File: config.mk
export PLATFORM = sky130hd
export DESIGN_NAME = sac_ctrl
export DESIGN_NICKNAME = d
export VERILOG_FILES = /design/src/rtl/sac_pkg.sv /design/src/rtl/sac_ctrl.sv
export SDC_FILE = /design/constraint.sdc
export NUM_CORES = 1
export LEC_CHECK = 0
export ABC_CLOCK_PERIOD_IN_PS = 1120
export BUFFER_PORTS_ARGS = -buffer_cell sky130_fd_sc_hd__buf_2
export CAP_MARGIN = 10
export CORE_AREA = 2 2 39 41
export DETAILED_ROUTE_END_ITERATION = 8
export DIE_AREA = 0 0 41 43
export PLACE_DENSITY = 0.43
export REMOVE_ABC_BUFFERS = 1
export SLEW_MARGIN = 20
export SYNTH_ARGS = -nofsm -noshare
export SYNTH_HDL_FRONTEND = slang
export SYNTH_SLANG_ARGS = --single-unit
File: constraint.sdc
create_clock -name clk -period 1.12 [get_ports clk]
set_clock_uncertainty 0.2 [all_clocks]
set_input_delay 0.224 -clock clk [delete_from_list [all_inputs] [get_ports clk]]
set_output_delay 0.224 -clock clk [all_outputs]
set_load 0.05 [all_outputs]
File: src/rtl/sac_pkg.sv
// ----------------------------------------------------------------------------
// sac_pkg
// Shared types and constants for the set-associative cache directory.
// ----------------------------------------------------------------------------
package sac_pkg;

  // Default sizing
  localparam int MAX_SET_BITS_DEF = 6;
  localparam int MAX_WAYS_DEF     = 8;

  // Field widths
  localparam int ADDR_W   = 64;
  localparam int TAG_W    = 64;
  localparam int AGE_W    = 3;
  localparam int AGE_MAX  = 7;
  localparam int CNT_W    = 32;
  localparam int OUTC_W   = 2;
  localparam int WAYO_W   = 3;

  // Configuration port
  localparam int CFG_IDX_W = 2;
  localparam int CFG_DAT_W = 6;
  localparam int SBITS_W   = 3;
  localparam int OBITS_W   = 6;
  localparam int NWAYS_W   = 4;

  localparam logic [CFG_IDX_W-1:0] REG_SET_BITS    = 2'd0;
  localparam logic [CFG_IDX_W-1:0] REG_OFFSET_BITS = 2'd1;
  localparam logic [CFG_IDX_W-1:0] REG_WAYS        = 2'd2;

  localparam logic [SBITS_W-1:0] SBITS_RST = 3'd0;
  localparam logic [OBITS_W-1:0] OBITS_RST = 6'd4;
  localparam logic [NWAYS_W-1:0] NWAYS_RST = 4'd1;

  // Outcome codes
  localparam logic [OUTC_W-1:0] OUTC_HIT   = 2'd0;
  localparam logic [OUTC_W-1:0] OUTC_FILL  = 2'd1;
  localparam logic [OUTC_W-1:0] OUTC_EVICT = 2'd2;

  // Controller to datapath commands
  typedef struct packed {
    logic clear;   // write one cleared set row
    logic accept;  // take an item, start set read
    logic commit;  // write back set row, update counters, load result
  } sac_cmd_t;

  // Datapath to controller status
  typedef struct packed {
    logic clr_last;  // clearing pass is on its last row
  } sac_sts_t;

endpackage

File: src/rtl/sac_ctrl.sv
// ----------------------------------------------------------------------------
// sac_ctrl
// Sequencer: clearing pass after reset, accept, look-up/commit, result hold.
// ----------------------------------------------------------------------------
module sac_ctrl (
  input  logic              clk,
  input  logic              rst_n,
  input  logic              in_valid,
  output logic              in_ready,
  output logic              out_valid,
  input  logic              out_ready,
  input  sac_pkg::sac_sts_t sts,
  output sac_pkg::sac_cmd_t cmd
);

  typedef enum logic [2:0] {
    ST_CLEAR = 3'b001,
    ST_IDLE  = 3'b010,
    ST_LOOK  = 3'b100
  } state_t;

  state_t state_r, state_nxt;
  logic   out_valid_r, out_valid_nxt;

  // Commands
  always_comb begin
    cmd.clear  = (state_r == ST_CLEAR);
    cmd.accept = (state_r == ST_IDLE) && in_valid;
    // result slot must be empty or draining this cycle
    cmd.commit = (state_r == ST_LOOK) && (!out_valid_r || out_ready);
  end

  assign in_ready  = (state_r == ST_IDLE);
  assign out_valid = out_valid_r;

  // Next state
  always_comb begin
    state_nxt = state_r;
    unique case (state_r)
      ST_CLEAR: if (sts.clr_last) state_nxt = ST_IDLE;
      ST_IDLE:  if (cmd.accept)   state_nxt = ST_LOOK;
      ST_LOOK:  if (cmd.commit)   state_nxt = ST_IDLE;
      default:  state_nxt = ST_CLEAR;
    endcase
  end

  // Result valid flag
  always_comb begin
    priority if (cmd.commit) begin
      out_valid_nxt = 1'b1;
    end else if (out_ready) begin
      out_valid_nxt = 1'b0;
    end else begin
      out_valid_nxt = out_valid_r;
    end
  end

  always_ff @(posedge clk) begin
    if (!rst_n) begin
      state_r     <= ST_CLEAR;
      out_valid_r <= 1'b0;
    end else begin
      state_r     <= state_nxt;
      out_valid_r <= out_valid_nxt;
    end
  end

endmodule

==> impl_metrics.ini <==
[synthesis]
synth_compound_area_share_pct = 21.8
yosys.area.top_type = dfxtp_1
ys_ff_latch = 4
yosys.area_share.xor_xnor_pct = 0
synth_ff_type = dfxtp_1
synth.distinct_cells = 17
synth.area.mux_share_pct = 0
synth_top_area_share_pct = 34.0
yosys.area_share.simple_pct = 33.0
mappedNetlistArea_um2 = 235
yosys_warnings = 0
syn-instance-count = 26
yosysMostFrequentCell = dfxtp_1
synth_fa_ha_area_share_pct = 0
synth_common_cells = dfxtp_1, inv_1
synthTopCellsByArea = dfxtp_1, nor3b_2, buf_4
synth-edff-count = 0
synth_top_family_by_area = simple AND/OR/NAND/NOR gates
async_reset_ff_share_pct = 0
ys_seq_area_share_pct = 34.0
synth_area_per_cell_um2 = 9.05

[timing]
period_share_pct = 131
fmax_mhz = 683
rsz0062_at_grt = yes
hold_viol_final = 0
tightest_slew_ps = 196
period_needed_ps = 1460
setup_viol = 9
drv_slew = 0
setup_ws_ps = -344
slew_headroom_pct = 86.8

[setup_path]
r2r_cells = 4
critPathCaptureType = primary output
slowest_stage = dfxtp_4
regToRegSetupSlack_ps = -230
cp-start-kind = register
path_max_fanout = 4
critPathMaxStageDelay_ps = 360
crit_cells = 3
cp.required_ps = 700
path_cells = nand2b_4 > nor3_4 > buf_6
critical_path_buf_inv_count = 1
cp.arrival_ps = 1040
critPathKind = reg2out
worst_path_dominant_cell_family = flip-flops

[routing]
drtIter0Drc = 0
drtPass1Iterations = 1
wl_um = 581
wl_per_cell_um = 9.37
avgViaCountPerCell = 4.24
vias = 263
drtAntennaViolNets = 0
drc = 0

[hold_path]
hold_path_depth = 2
hp-class = in2reg

[clocking]
cts_made_buffers = 3
path_clk_slew_ps = 30
clk-insertion-delay-late_ps = 230
cts_max_path_buffers = 2
h-tree-depth = 1
cts_sinks = 4
cts_tree = yes
ctsRootBufferMaster = clkbuf_4

[floorplan]
die_h_um = 43
fp.coreArea_mm2 = 0.00138
initial_core_util_pct = 17.0
rows = 14
die_x_um = 41
dieArea_mm2 = 0.00176
io_pins = 10

[grt]
grt_max_degree = 8
grt.total_usage_pct = 8.03
grt_overflow_total = 0
grt_antenna_before_repair = 0
grt_pass1_wl_um = 910
grt_pass1_vias = 253

[finish]
nets = 53
diodes = 0
n_fill_cell = 148
layout.cells.non_filler = 62
utilization_pct = 36.5
drive_gt1_share_pct = 78.3
area.growth.synth_to_final_pct = 115

[run_status]
outcome = finished, violations left
violations = setup timing

[pwr]
p_per_area_mw_per_mm2 = 951
irDropWorstVdd_mv = 0.360
p_leak_nw = 0.211

[placement]
hpwlAfterDp_um = 412
place.gp.congestion = 0.601
port_buffers = 9
post-place-cells = 55

[run]
cap_violations = 0
worst paths after layout:
check | start | to
min | rst_n | out_valid
max | state_r[2] | cmd[1]
min reg2reg | state_r[0] | state_r[1]
max reg2reg | state_r[1] | state_r[2]
per-layer routing:
| layer | vias up | track usage [%] | part of all wire (%) | wire (um) |
|---|---|---|---|---|
| met2 | 5 | 12.2 | 58 | 337 |
| met3 | 0 | 3.14 | 3.4 | 20 |
| li1 | 133 | - | - | - |
| met1 | 125 | 7.40 | 38 | 222 |
| met5 | - | 0 | 0 | 0 |
| met4 | 0 | 8.00 | 0 | 0 |
power by group:
| part | switching [W] | internal, W |
|---|---|---|
| registers | 0.0000160 | 0.000149 |
| logic | 0.0000681 | 0.0000778 |
| clock network | 0.0000507 | 0.000119 |
cells in the final DEF, fill, tap and decap left out, drive strengths merged:
cell	Yosys	routed
o32a	1	1
o211a	1	1
nor3	2	2
clkbuf	0	3
buf	2	18
dlygate4sd3	0	1
o21ai	1	1
a21oi	1	1
nand2b	2	2
o22ai	1	1
o31ai	1	1
nor2	2	2
inv	3	3
and2	1	1
nor3b	2	2
o21a	1	1
nor2b	1	1
dfxtp	4	4
kinds of logic after synthesis:
kind of cell | Yosys count
AO/OA/AOI/OAI | 7
buffers and inverters | 5
AND/OR/NAND/NOR | 10
flip-flops | 4
sequential cells by signal (all words and copies together) (netlist names):
signal,count
out_valid,1
state_r,3
what timing repair did:
action | in CTS | in global routing
setup endpoints to repair | 9 | 9
hold buffers | 0 | 1
setup buffers | 2 | 1
resized for setup | 26 | 8
endpoints found under the hold margin | 0 | 1
pin swaps | 0 | 2
area by class of cell:
type | instances | area, um^2 | share of cell area (%)
Multi-Input combinational cell | 17 | 194 | 38.4
Timing Repair Buffer | 19 | 165 | 32.7
Sequential cell | 4 | 92.6 | 18.3
Clock buffer | 3 | 22.5 | 4.46
Tap cell | 16 | 20.0 | 3.96
Inverter | 3 | 11.3 | 2.23
per-stage QoR:
| step | instance area [um^2] | power (W) | setup WS, ps | setup TNS, ps | hold WS, ps |
|---|---|---|---|---|---|
| floorplan | 220 | 0.000222 | -1080 | -4430 | 104 |
| global placement | 330 | 0.000259 | -279 | -1550 | 257 |
| detailed placement | 330 | 0.000260 | -279 | -1570 | 257 |
| CTS | 458 | 0.000472 | -351 | -2100 | 0.127 |
| global route | 505 | 0.000512 | -395 | -2430 | 54.7 |
| finish | 505 | 0.000481 | -344 | -2020 | 46.3 |
No activity file was read; power rests on OpenSTA's default activity.
